==> src/design/tsb_pkg.sv <==
`timescale 1ns / 1ps
// ----------------------------------------------------------------------------
// tsb_pkg
// Shared types and constants of the periodic soft timer bank.
// ----------------------------------------------------------------------------
package tsb_pkg;

  localparam int NUM_SLOTS  = 8;
  localparam int SLOT_IDX_W = (NUM_SLOTS > 1) ? $clog2(NUM_SLOTS) : 1;

  localparam int BEAT_W  = 10;
  localparam int OP_W    = 2;
  localparam int ID_W    = 16;
  localparam int TAG_W   = 32;
  localparam int IVL_W   = 24;
  localparam int TIME_W  = 32;
  localparam int PADDR_W = 3;
  localparam int PDATA_W = 32;

  localparam logic [BEAT_W-1:0] BEAT_RESET = BEAT_W'(10);

  // register select bit of paddr (byte address 4*i)
  localparam logic REG_BEAT = 1'b0;

  localparam logic KIND_STATUS = 1'b0;
  localparam logic KIND_FIRE   = 1'b1;

  typedef enum logic [OP_W-1:0] {
    OP_TICK   = 2'd0,
    OP_ADD    = 2'd1,
    OP_REMOVE = 2'd2
  } op_e;

  typedef enum logic [2:0] {
    ST_IDLE,
    ST_SCAN,
    ST_EMIT,
    ST_FIND,
    ST_COMMIT
  } state_e;

  typedef struct packed {
    logic [OP_W-1:0]  opcode;
    logic [ID_W-1:0]  timer_id;
    logic [TAG_W-1:0] owner_tag;
    logic [IVL_W-1:0] interval_ms;
  } in_item_t;

  typedef struct packed {
    logic              kind;
    logic              ok;
    logic [ID_W-1:0]   fired_id;
    logic [TAG_W-1:0]  fired_tag;
    logic [TIME_W-1:0] time_ms;
    logic              last;
  } out_item_t;

  typedef struct packed {
    logic             valid;
    logic [IVL_W-1:0] count;
    logic [IVL_W-1:0] period;
    logic [ID_W-1:0]  ident;
    logic [TAG_W-1:0] owner;
  } slot_t;

  typedef struct packed {
    logic                  set_count;
    logic                  arm;
    logic                  free;
    logic [SLOT_IDX_W-1:0] idx;
    logic [IVL_W-1:0]      count;
    logic [IVL_W-1:0]      period;
    logic [ID_W-1:0]       ident;
    logic [TAG_W-1:0]      owner;
  } slot_wr_t;

endpackage

==> src/design/tsb_slot_bank.sv <==
`timescale 1ns / 1ps
// ----------------------------------------------------------------------------
// tsb_slot_bank
// Timer slot storage: one read port and one write port, indexed by the walk.
// ----------------------------------------------------------------------------
module tsb_slot_bank (
  input  logic                           clk_i,
  input  logic                           rst_ni,
  input  logic [tsb_pkg::SLOT_IDX_W-1:0] rd_idx_i,
  output tsb_pkg::slot_t                 rd_slot_o,
  input  tsb_pkg::slot_wr_t              wr_i
);
  import tsb_pkg::*;

  logic [NUM_SLOTS-1:0] valid_q;
  logic [IVL_W-1:0]     count_q  [NUM_SLOTS];
  logic [IVL_W-1:0]     period_q [NUM_SLOTS];
  logic [ID_W-1:0]      ident_q  [NUM_SLOTS];
  logic [TAG_W-1:0]     owner_q  [NUM_SLOTS];

  always_ff @(posedge clk_i or negedge rst_ni) begin
    if (!rst_ni) begin
      valid_q <= '0;
    end else if (wr_i.arm) begin
      valid_q[wr_i.idx] <= 1'b1;
    end else if (wr_i.free) begin
      valid_q[wr_i.idx] <= 1'b0;
    end
  end

  // payload is only looked at behind its valid bit
  always_ff @(posedge clk_i) begin
    if (wr_i.arm) begin
      count_q[wr_i.idx]  <= wr_i.count;
      period_q[wr_i.idx] <= wr_i.period;
      ident_q[wr_i.idx]  <= wr_i.ident;
      owner_q[wr_i.idx]  <= wr_i.owner;
    end else if (wr_i.set_count) begin
      count_q[wr_i.idx] <= wr_i.count;
    end
  end

  assign rd_slot_o = '{valid:  valid_q[rd_idx_i],
                       count:  count_q[rd_idx_i],
                       period: period_q[rd_idx_i],
                       ident:  ident_q[rd_idx_i],
                       owner:  owner_q[rd_idx_i]};

endmodule

==> src/design/tsb_ctrl.sv <==
`timescale 1ns / 1ps
// ----------------------------------------------------------------------------
// tsb_ctrl
// Walks the slots one per cycle, held by out stalls; shared add/compare unit.
// ----------------------------------------------------------------------------
module tsb_ctrl (
  input  logic                           clk_i,
  input  logic                           rst_ni,
  input  logic                           in_valid_i,
  input  tsb_pkg::in_item_t              in_item_i,
  output logic                           in_stall_o,
  input  logic [tsb_pkg::BEAT_W-1:0]     beat_i,
  input  logic                           out_ready_i,
  output logic                           res_load_o,
  output tsb_pkg::out_item_t             res_o,
  output logic [tsb_pkg::SLOT_IDX_W-1:0] slot_idx_o,
  input  tsb_pkg::slot_t                 slot_i,
  output tsb_pkg::slot_wr_t              slot_wr_o
);
  import tsb_pkg::*;

  state_e                state_q, state_d;
  logic [SLOT_IDX_W-1:0] idx_q, idx_d;
  logic [OP_W-1:0]       op_q, op_d;
  logic [ID_W-1:0]       id_q, id_d;
  logic [TAG_W-1:0]      tag_q, tag_d;
  logic [IVL_W-1:0]      ivl_q, ivl_d;
  logic [TIME_W-1:0]     clock_q, clock_d;
  logic [NUM_SLOTS-1:0]  mask_q, mask_d;
  logic                  match_found_q, match_found_d;
  logic [SLOT_IDX_W-1:0] match_idx_q, match_idx_d;
  logic                  free_found_q, free_found_d;
  logic [SLOT_IDX_W-1:0] free_idx_q, free_idx_d;

  // shared unit: widened add and compare
  logic [IVL_W:0] sum;
  logic           hit_fire;
  logic           last_idx;
  logic           id_match;

  assign sum      = {1'b0, slot_i.count} + (IVL_W + 1)'(beat_i);
  assign hit_fire = sum >= {1'b0, slot_i.period};
  assign last_idx = idx_q == SLOT_IDX_W'(NUM_SLOTS - 1);
  assign id_match = slot_i.valid && (slot_i.ident == id_q) && (slot_i.owner == tag_q);

  always_ff @(posedge clk_i or negedge rst_ni) begin
    if (!rst_ni) begin
      state_q       <= ST_IDLE;
      idx_q         <= '0;
      clock_q       <= '0;
      mask_q        <= '0;
      match_found_q <= 1'b0;
      free_found_q  <= 1'b0;
    end else begin
      state_q       <= state_d;
      idx_q         <= idx_d;
      clock_q       <= clock_d;
      mask_q        <= mask_d;
      match_found_q <= match_found_d;
      free_found_q  <= free_found_d;
    end
  end

  always_ff @(posedge clk_i) begin
    op_q        <= op_d;
    id_q        <= id_d;
    tag_q       <= tag_d;
    ivl_q       <= ivl_d;
    match_idx_q <= match_idx_d;
    free_idx_q  <= free_idx_d;
  end

  always_comb begin
    state_d       = state_q;
    idx_d         = idx_q;
    op_d          = op_q;
    id_d          = id_q;
    tag_d         = tag_q;
    ivl_d         = ivl_q;
    clock_d       = clock_q;
    mask_d        = mask_q;
    match_found_d = match_found_q;
    match_idx_d   = match_idx_q;
    free_found_d  = free_found_q;
    free_idx_d    = free_idx_q;
    in_stall_o    = 1'b1;
    res_load_o    = 1'b0;
    res_o         = '0;
    slot_idx_o    = idx_q;
    slot_wr_o     = '0;
    slot_wr_o.idx = idx_q;

    unique case (state_q)
      ST_IDLE: begin
        in_stall_o = 1'b0;
        if (in_valid_i) begin
          op_d          = in_item_i.opcode;
          id_d          = in_item_i.timer_id;
          tag_d         = in_item_i.owner_tag;
          ivl_d         = in_item_i.interval_ms;
          idx_d         = '0;
          mask_d        = '0;
          match_found_d = 1'b0;
          free_found_d  = 1'b0;
          unique case (in_item_i.opcode) inside
            OP_TICK: begin
              clock_d = clock_q + TIME_W'(beat_i);
              state_d = ST_SCAN;
            end
            OP_ADD, OP_REMOVE: begin
              state_d = ST_FIND;
            end
            default: begin
              state_d = ST_IDLE;
            end
          endcase
        end
      end

      ST_SCAN: begin
        if (slot_i.valid) begin
          slot_wr_o.set_count = 1'b1;
          if (hit_fire) begin
            slot_wr_o.count = '0;
            mask_d[idx_q]   = 1'b1;
          end else begin
            slot_wr_o.count = sum[IVL_W-1:0];
          end
        end
        if (last_idx) begin
          idx_d   = '0;
          state_d = (mask_d != '0) ? ST_EMIT : ST_IDLE;
        end else begin
          idx_d = idx_q + 1'b1;
        end
      end

      ST_EMIT: begin
        if (!mask_q[idx_q]) begin
          idx_d = idx_q + 1'b1;
        end else if (out_ready_i) begin
          mask_d[idx_q]   = 1'b0;
          res_load_o      = 1'b1;
          res_o.kind      = KIND_FIRE;
          res_o.fired_id  = slot_i.ident;
          res_o.fired_tag = slot_i.owner;
          res_o.time_ms   = clock_q;
          res_o.last      = mask_d == '0;
          if (mask_d == '0) begin
            idx_d   = '0;
            state_d = ST_IDLE;
          end else begin
            idx_d = idx_q + 1'b1;
          end
        end
      end

      ST_FIND: begin
        if (id_match && !match_found_q) begin
          match_found_d = 1'b1;
          match_idx_d   = idx_q;
        end
        if (!slot_i.valid && !free_found_q) begin
          free_found_d = 1'b1;
          free_idx_d   = idx_q;
        end
        if (last_idx) begin
          idx_d   = '0;
          state_d = ST_COMMIT;
        end else begin
          idx_d = idx_q + 1'b1;
        end
      end

      ST_COMMIT: begin
        if (out_ready_i) begin
          res_load_o    = 1'b1;
          res_o.kind    = KIND_STATUS;
          res_o.time_ms = clock_q;
          res_o.last    = 1'b1;
          if (op_q == OP_ADD) begin
            if (match_found_q || free_found_q) begin
              slot_wr_o.arm    = 1'b1;
              slot_wr_o.idx    = match_found_q ? match_idx_q : free_idx_q;
              slot_wr_o.count  = '0;
              slot_wr_o.period = ivl_q;
              slot_wr_o.ident  = id_q;
              slot_wr_o.owner  = tag_q;
              res_o.ok         = 1'b1;
            end
          end else if (match_found_q) begin
            slot_wr_o.free = 1'b1;
            slot_wr_o.idx  = match_idx_q;
            res_o.ok       = 1'b1;
          end
          state_d = ST_IDLE;
        end
      end

      default: begin
        state_d = ST_IDLE;
      end
    endcase
  end

  // emit walk only runs while some fire is still owed
  a_emit_pending: assert property (@(posedge clk_i) disable iff (!rst_ni)
    state_q == ST_EMIT |-> mask_q != '0)
    else $error("emit walk with no pending fire");

  // a status item is always the only and final item of its input
  a_status_last: assert property (@(posedge clk_i) disable iff (!rst_ni)
    res_load_o && res_o.kind == KIND_STATUS |-> res_o.last)
    else $error("status item without last");

  // an accepted add starts the slot search
  a_add_find: assert property (@(posedge clk_i) disable iff (!rst_ni)
    in_valid_i && !in_stall_o && in_item_i.opcode == OP_ADD |=> state_q == ST_FIND)
    else $error("add did not start slot search");

endmodule

==> src/design/periodic_soft_timer_bank_unit.sv <==
`timescale 1ns / 1ps
// ----------------------------------------------------------------------------
// periodic_soft_timer_bank_unit
// Bank of periodic timers: tick, add and remove items walk the slot bank.
// ----------------------------------------------------------------------------
//  channel   direction  handshake               payload
//  in        input      in_valid_i/in_stall_o   in_item_i  (tsb_pkg::in_item_t)
//  out       output     out_valid_o/out_stall_i out_item_o (tsb_pkg::out_item_t)
//  config    input      apb psel/penable/pready beat_ms at byte address 0
//
//  a tick walks every slot to update the counters, then walks the slots up
//  to the highest firing one to hand out fire items, one slot per cycle while
//  the output takes them; an add or remove searches every slot, then commits
//  the walks are set by the single slot read port walked one slot a cycle
//  out stalls hold the sequencer only when the output register is still full
//  reset clears all slots, the clock and beat_ms back to 10
// ----------------------------------------------------------------------------
module periodic_soft_timer_bank_unit (
  input  logic                        clk_i,
  input  logic                        rst_ni,
  input  logic                        in_valid_i,
  output logic                        in_stall_o,
  input  tsb_pkg::in_item_t           in_item_i,
  output logic                        out_valid_o,
  input  logic                        out_stall_i,
  output tsb_pkg::out_item_t          out_item_o,
  input  logic                        psel,
  input  logic                        penable,
  input  logic                        pwrite,
  input  logic [tsb_pkg::PADDR_W-1:0] paddr,
  input  logic [tsb_pkg::PDATA_W-1:0] pwdata,
  output logic [tsb_pkg::PDATA_W-1:0] prdata,
  output logic                        pready
);
  import tsb_pkg::*;

  // config register
  logic [BEAT_W-1:0] beat_q;
  logic              reg_wr;

  assign pready = 1'b1;
  assign reg_wr = psel && penable && pwrite && pready && (paddr[PADDR_W-1] == REG_BEAT);
  assign prdata = (paddr[PADDR_W-1] == REG_BEAT) ? PDATA_W'(beat_q) : '0;

  always_ff @(posedge clk_i or negedge rst_ni) begin
    if (!rst_ni) begin
      beat_q <= BEAT_RESET;
    end else if (reg_wr) begin
      beat_q <= pwdata[BEAT_W-1:0];
    end
  end

  // slot bank and sequencer
  logic [SLOT_IDX_W-1:0] slot_idx;
  slot_t                 slot_rd;
  slot_wr_t              slot_wr;
  logic                  out_ready;
  logic                  res_load;
  out_item_t             res;

  tsb_slot_bank u_bank (
    .clk_i     (clk_i),
    .rst_ni    (rst_ni),
    .rd_idx_i  (slot_idx),
    .rd_slot_o (slot_rd),
    .wr_i      (slot_wr)
  );

  tsb_ctrl u_ctrl (
    .clk_i       (clk_i),
    .rst_ni      (rst_ni),
    .in_valid_i  (in_valid_i),
    .in_item_i   (in_item_i),
    .in_stall_o  (in_stall_o),
    .beat_i      (beat_q),
    .out_ready_i (out_ready),
    .res_load_o  (res_load),
    .res_o       (res),
    .slot_idx_o  (slot_idx),
    .slot_i      (slot_rd),
    .slot_wr_o   (slot_wr)
  );

  // output register: takes a new item when empty or being drained
  logic      out_valid_q, out_valid_d;
  out_item_t out_item_q;

  assign out_ready = !out_valid_q || !out_stall_i;

  always_comb begin
    out_valid_d = out_valid_q;
    if (res_load) begin
      out_valid_d = 1'b1;
    end else if (!out_stall_i) begin
      out_valid_d = 1'b0;
    end
  end

  always_ff @(posedge clk_i or negedge rst_ni) begin
    if (!rst_ni) begin
      out_valid_q <= 1'b0;
    end else begin
      out_valid_q <= out_valid_d;
    end
  end

  always_ff @(posedge clk_i) begin
    if (res_load) begin
      out_item_q <= res;
    end
  end

  assign out_valid_o = out_valid_q;
  assign out_item_o  = out_item_q;

  // sequencer never overwrites a held, stalled item
  a_no_overwrite: assert property (@(posedge clk_i) disable iff (!rst_ni)
    res_load |-> !(out_valid_q && out_stall_i))
    else $error("output item overwritten while stalled");

  // a real operation keeps the block busy in the next cycle
  a_busy_after_op: assert property (@(posedge clk_i) disable iff (!rst_ni)
    in_valid_i && !in_stall_o &&
    (in_item_i.opcode == OP_TICK || in_item_i.opcode == OP_ADD ||
     in_item_i.opcode == OP_REMOVE) |=> in_stall_o)
    else $error("block ready right after accepting an operation");

endmodule

==> config.mk <==
export PLATFORM = sky130hd
export DESIGN_NAME = periodic_soft_timer_bank_unit
export DESIGN_NICKNAME = d
export VERILOG_FILES = /design/src/design/tsb_pkg.sv /design/src/design/tsb_slot_bank.sv /design/src/design/tsb_ctrl.sv /design/src/design/periodic_soft_timer_bank_unit.sv
export SDC_FILE = /design/constraint.sdc
export NUM_CORES = 1
export LEC_CHECK = 0
export BUFFER_PORTS_ARGS = -buffer_cell sky130_fd_sc_hd__buf_2
export CORE_MARGIN = 2
export CORE_UTILIZATION = 63
export DETAILED_ROUTE_END_ITERATION = 16
export PLACE_DENSITY = 0.88
export SYNTH_ARGS = -nofsm -noshare
export SYNTH_HDL_FRONTEND = slang
export SYNTH_HIERARCHICAL = 1
export SYNTH_SLANG_ARGS = --single-unit
==> constraint.sdc <==
create_clock -name clk_i -period 13.39 [get_ports clk_i]
set_clock_uncertainty 0.15 [all_clocks]
set_input_delay 0.6695 -clock clk_i [delete_from_list [all_inputs] [get_ports clk_i]]
set_output_delay 0.6695 -clock clk_i [all_outputs]
set_load 0.02 [all_outputs]
# [Yosys cells after proc, flatten, opt, wreduce, memory -nomap -nowiden]
# Memories as Yosys holds them, arrays and structs flattened.
# Cells that the tools add are included.
[op_classes] n_addsub=3 order_cmp=5 eq_ne=21 n_mux=74 bitwise_logic=8 n_reduce_logical=37
[ops] operator="$mux W101" count=1
[ops] operator="$mux W33" count=3
[ops] operator="$mux W99" count=1
[ops] operator="$mux W96" count=1
[ops] operator="$mux W24" count=3
[ops] operator="$mux W72" count=1
[ops] operator="$pmux W33 S2" count=1
[ops] operator="$mux W8" count=8
[ops] operator="$pmux W24 S2" count=1
[ops] operator="$mux W3" count=14
[ops] operator="$add A32 B10 Y32" count=1
[ops] operator="$eq A32 B32 Y1" count=1
[ops] operator="$add A24 B10 Y25" count=1
[ops] operator="$ge A25 B24 Y1" count=1
[ops] operator="$mux W1" count=24
[ops] operator="$pmux W8 S3" count=1
[ops] operator="$and A8 B8 Y8" count=2
[ops] operator="$eq A16 B16 Y1" count=1
[ops] operator="$not A8 Y8" count=2
[ops] operator="$or A8 B8 Y8" count=2
[ops] operator="$pmux W3 S5" count=1
[ops] operator="$reduce_and A3 Y1" count=5
[ops] operator="$ne A2 B1 Y1 const B" count=7
[ops] operator="$mux W10" count=1
[ops] operator="33 further kinds" count=64
[totals] register_bits=230 mem_bits_rw=768 word_cells=173 mem_count=4
[mem_list] name="u_bank.owner_q" depth=8 word_bits=32 read_ports=1 rd_clocked_by_memory_dff=0 wr=1 line_no="tsb_slot_bank.sv:19" rtl="logic [TAG_W-1:0] owner_q [NUM_SLOTS];"
[mem_list] name="u_bank.count_q" depth=8 word_bits=24 read_ports=1 rd_clocked_by_memory_dff=0 wr=1 line_no="tsb_slot_bank.sv:16" rtl="logic [IVL_W-1:0] count_q [NUM_SLOTS];"
[mem_list] name="u_bank.period_q" depth=8 word_bits=24 read_ports=1 rd_clocked_by_memory_dff=0 wr=1 line_no="tsb_slot_bank.sv:17" rtl="logic [IVL_W-1:0] period_q [NUM_SLOTS];"
[mem_list] name="u_bank.ident_q" depth=8 word_bits=16 read_ports=1 rd_clocked_by_memory_dff=0 wr=1 line_no="tsb_slot_bank.sv:18" rtl="logic [ID_W-1:0] ident_q [NUM_SLOTS];"

# [Longest topological paths before layout]
[logic_depth] depth_word=13 mapped_depth=23 depth_no_buf=19

# [Modules after synthesis]
# The synthesis kept the hierarchy.
[by_module_without_submodules] mod="tsb_slot_bank" instances=1 cells_each=1171 area_per_inst_um2=29353.2
[by_module_without_submodules] mod="tsb_ctrl" instances=1 cells_each=849 area_per_inst_um2=8439.3
[by_module_without_submodules] mod="periodic_soft_timer_bank_unit" instances=1 cells_each=144 area_per_inst_um2=3211.8

# [Worst setup path before layout]
# No wires, ideal clock.
[synth_timing] path_type="input-to-reg" startpoint="input out_stall_i" endpoint="memory u_bank.ident_q[3][0] (enable)" setup_time_ns=0.503 arrival_time_ns=5.453 path_slack_ns=7.284 path_stages=10 path_buffers=2 cell_sequence="nand2_1 -> inv_1 -> nor2_2 -> and4_1 -> clkbuf_1 -> a22oi_1 -> o21ai_0 -> clkbuf_1 -> nand2b_1 -> nor2_1"
[synth_rtl] element="start, declared" line_no="periodic_soft_timer_bank_unit.sv:25" rtl="input logic out_stall_i,"
[synth_rtl] element="end, declared" line_no="tsb_slot_bank.sv:18"

==> results.py <==
metrics = {
    "grt": {
        "gr-total-overflow": 0,
        "initial_antenna_violation_count": 1,
        "grt_pass1_vias": 22710,
        "pin_count_of_the_biggest_net_entering_global_routing": 145,
        "grt.total_usage": 0.2896,
        "grt_pass1_wl_mm": 142.7,
    },
    "floorplan": {
        "placement_row_count": 93,
        "start_util": 0.6372,
        "design.core.area_mm2": 0.06435,
        "chipWidth_um": 259.1,
        "boundaryPins": 234,
        "die-height_um": 259.1,
        "die_area_mm2": 0.06714,
    },
    "placement": {
        "io_buffers": 186,
        "placed_cell_area_mm2": 0.04271,
        "dp_hpwl_mm": 50.60,
        "gp_routability_congestion": 0.8678,
    },
    "timing": {
        "number_of_hold_slack_violations_in_the_final_timing_report": 0,
        "finalCriticalPeriod_ps": 7632,
        "max_transition_viols_final": 0,
        "fmax_mhz": 131.0,
        "grt_setup_unrepaired": "false",
        "relative_slew_slack": 0.1646,
        "post-route-period-util": 0.5700,
        "worst_margin_pin_slew_ps": 1240,
        "setup_viol": 0,
        "tns_ps": 0,
    },
    "logic_synthesis": {
        "ys_types": 75,
        "synth_enable_flop_cells": 931,
        "synthFlopType": "edfxtp_1",
        "synthArstFlopShare": 0.06713,
        "yosys_warnings": 6,
        "synth.ff_latch_count": 998,
        "post_synth_inst_count": 2164,
        "syn_area_mm2": 0.04100,
        "synthesized_area_divided_by_synthesized_cell_count_um2": 18.95,
        "seq_area_frac_synth": 0.7228,
    },
    "clock_tree": {
        "clock_latency_ps": 680,
        "cts_buffers": 95,
        "tritoncts_clock_tree": "done",
        "clock_buffer_depth": 3,
        "cts_num_sinks": 998,
        "cts.root.buffer_cell": "clkbuf_16",
        "htreeDepth": 3,
        "clk_pin_slew_ps": 60,
    },
    "worst_setup_path": {
        "critPathMostFrequentCell": "ha_1",
        "crit_path_max_incr_delay_ps": 1090,
        "kind_of_end_point_of_the_critical_path": "flop",
        "crit_fanout": 144,
        "timing.critical_path.slowest_stage_cell": "dfrtp_4",
        "cp_cell_sequence": "buf_12, mux4_2, mux2_2, ha_1, inv_1, fa_1, nand2b_1, a21oi_2, o41a_1, a31oi_1, nor2_1, xor2_1, ha_1, a211oi_1, o21bai_1, a21oi_1, a21bo_2, a311oi_4, nand2_4, nor2b_1",
        "worst_ep_arrival_time_ps": 7850,
        "critical-path-top-delay-family": "compound AO/OA/AOI/OAI gates",
        "worstSetupPathType": "flop to flop",
        "timing.critical_path.buf_inv": 2,
        "critical_path.startpoint_type": "flop",
        "worst-endpoint-required_ps": 13610,
    },
    "final_layout": {
        "nFillCells": 3433,
        "post-route-cell-area_mm2": 0.04602,
        "sequential_cell_area_mm2": 0.02965,
        "nets": 2562,
        "layout-area-overhead-vs-synth_pct": 12.24,
        "multi_input_comb_area_mm2": 0.01064,
        "antenna_cells_inserted": 0,
        "share_of_the_core_filled_with_cells": 0.7152,
        "drive_above_1_share": 0.2868,
    },
    "flow_run": {
        "max_cap_violations": 0,
    },
    "pwr": {
        "power.density_cell_area_mw_per_mm2": 176.2,
        "leakage_power_figure_uw": 0.01729,
        "power.total_uw": 8108,
        "peakVddDrop_uv": 139.9,
    },
    "run_status": {
        "outcome": "finished clean",
    },
    "detailed_routing": {
        "post-route-drc-count": 0,
        "routedWlPerCell_um": 28.75,
        "drt_iter0_drc": 2999,
        "drt_pass1_iterations": 5,
        "detailroute.via_count": 22100,
        "drt.antenna.violating_nets": 0,
        "vias_per_cell": 6.635,
        "wl_mm": 95.77,
    },
    "min_path": {
        "hold_removal_path_class": "primary input to flop",
    },
}
==> flip-flops by register name (all words and copies together), names as in the netlist, named ones only <==
| signal | count |
|---|---|
| beat_q | 10 |
| out_item_o | 83 |
| out_valid_o | 1 |
| u_bank/count_q | 192 |
| u_bank/ident_q | 128 |
| u_bank/owner_q | 256 |
| u_bank/period_q | 192 |
| u_ctrl/clock_q | 32 |
| u_ctrl/free_found_q | 1 |
| u_ctrl/free_idx_q | 3 |
| u_ctrl/id_q | 16 |
| u_ctrl/ivl_q | 24 |
| u_ctrl/mask_q | 8 |
| u_ctrl/match_found_q | 1 |
| u_ctrl/match_idx_q | 3 |
| u_ctrl/op_q | 2 |
| u_ctrl/slot_idx_o | 3 |
| u_ctrl/state_q | 3 |
| u_ctrl/tag_q | 32 |
==> final timing paths <==
check / from / end / slack [ps] / depth (start not counted)
setup / recovery: u_ctrl/slot_idx_o[2] / u_bank/count_q[0][15] / 5760 / 20
setup reg to reg: u_ctrl/slot_idx_o[2] / u_bank/count_q[0][15] / 5760 / 20
hold reg to reg: u_ctrl/clock_q[31] / u_ctrl/clock_q[31] / 320 / 1
min in group asynchronous: rst_ni / out_valid_o / 60 / 2
hold / removal: in_item_i[32] / u_ctrl/tag_q[8] / 10 / 1
max in group asynchronous: rst_ni / u_ctrl/slot_idx_o[2] / 12390 / 2
==> kinds of logic after synthesis <==
| logic type | count (synthesis) | share of synthesized area |
|---|---|---|
| fa+ha+maj | 50 | 0.01562 |
| compound gates | 145 | 0.02548 |
| xor+xnor | 86 | 0.01837 |
| mux | 305 | 0.1385 |
| flops | 998 | 0.7228 |
| other cells | 2 | 0.0001832 |
| simple gates | 406 | 0.05651 |
| buf+inv | 172 | 0.02258 |
==> cells in the final DEF, fill, tap and decap left out, types with 23 or more instances in the layout <==
master / instances
mux4_2: 196
edfxtp_1: 931
dfrtp_1: 62
mux2_2: 99
nor2_1: 39
buf_4: 24
nor2b_1: 54
xor2_1: 31
ha_1: 48
xnor2_1: 55
inv_1: 55
nand2_1: 49
clkbuf_16: 96
and2_1: 122
o21ai_0: 27
a21oi_1: 23
buf_2: 187
conb_1: 23
==> metrics by stage <==
| step | hold WS, ps | std cells | setup slack, ps |
|---|---|---|---|
| finish | 10.97 | 3331 | 5758 |
| CTS | 0.2124 | 3330 | 5870 |
| global placement | 304.9 | 3137 | 6201 |
| floorplan | 223.9 | 2185 | 7284 |
| detailed placement | 302.6 | 3137 | 6029 |
| global route | 7.320 | 3331 | 5348 |
==> Yosys cell counts, types with 23 or more instances <==
| master | count | share of area |
|---|---|---|
| inv_1 | 57 | 0.0052 |
| mux4_2 | 196 | 0.11 |
| clkbuf_1 | 51 | 0.0047 |
| o21ai_0 | 28 | 0.0034 |
| and2_1 | 122 | 0.019 |
| edfxtp_1 | 931 | 0.68 |
| nor2b_1 | 55 | 0.0084 |
| ha_1 | 48 | 0.015 |
| xnor2_1 | 55 | 0.012 |
| nor2_1 | 51 | 0.0047 |
| a21oi_1 | 23 | 0.0028 |
| dfrtp_1 | 65 | 0.040 |
| xor2_1 | 31 | 0.0066 |
| mux2_2 | 99 | 0.027 |
| buf_4 | 26 | 0.0048 |
| nand2_1 | 49 | 0.0045 |
==> per-layer routing <==
| layer | up-vias | part of all wire | GRT usage |
|---|---|---|---|
| li1 | 8977 | - | - |
| met1 | 11220 | 0.36 | 0.3852 |
| met2 | 1629 | 0.49 | 0.4710 |
| met3 | 275 | 0.11 | 0.05731 |
| met4 | 0 | 0.040 | 0.1305 |
| met5 | - | 0 | 0 |
==> area by class of cell <==
type | count | area share
Timing Repair Buffer | 228 | 0.02817
Tap cell | 855 | 0.02324
Sequential cell | 998 | 0.6442
Clock inverter | 62 | 0.01400
Inverter | 58 | 0.004812
Clock buffer | 115 | 0.05440
Multi-Input combinational cell | 1015 | 0.2312
==> what timing repair did <==
item / 4_1_cts / 5_1_grt
resized for setup: 0 / 0
hold buffers: 16 / 0
buffers inserted: 0 / 0
endpoints found under the hold margin: 16 / 0
==> power by group <==
part	switching [uW]	total [uW]	internal (uW)	leakage (uW)
Combinational	1050	1790	738	0.00486
Sequential	134	3620	3480	0.0109
Clock	1180	2700	1520	0.00153
Power figures use the tool's default switching activity.
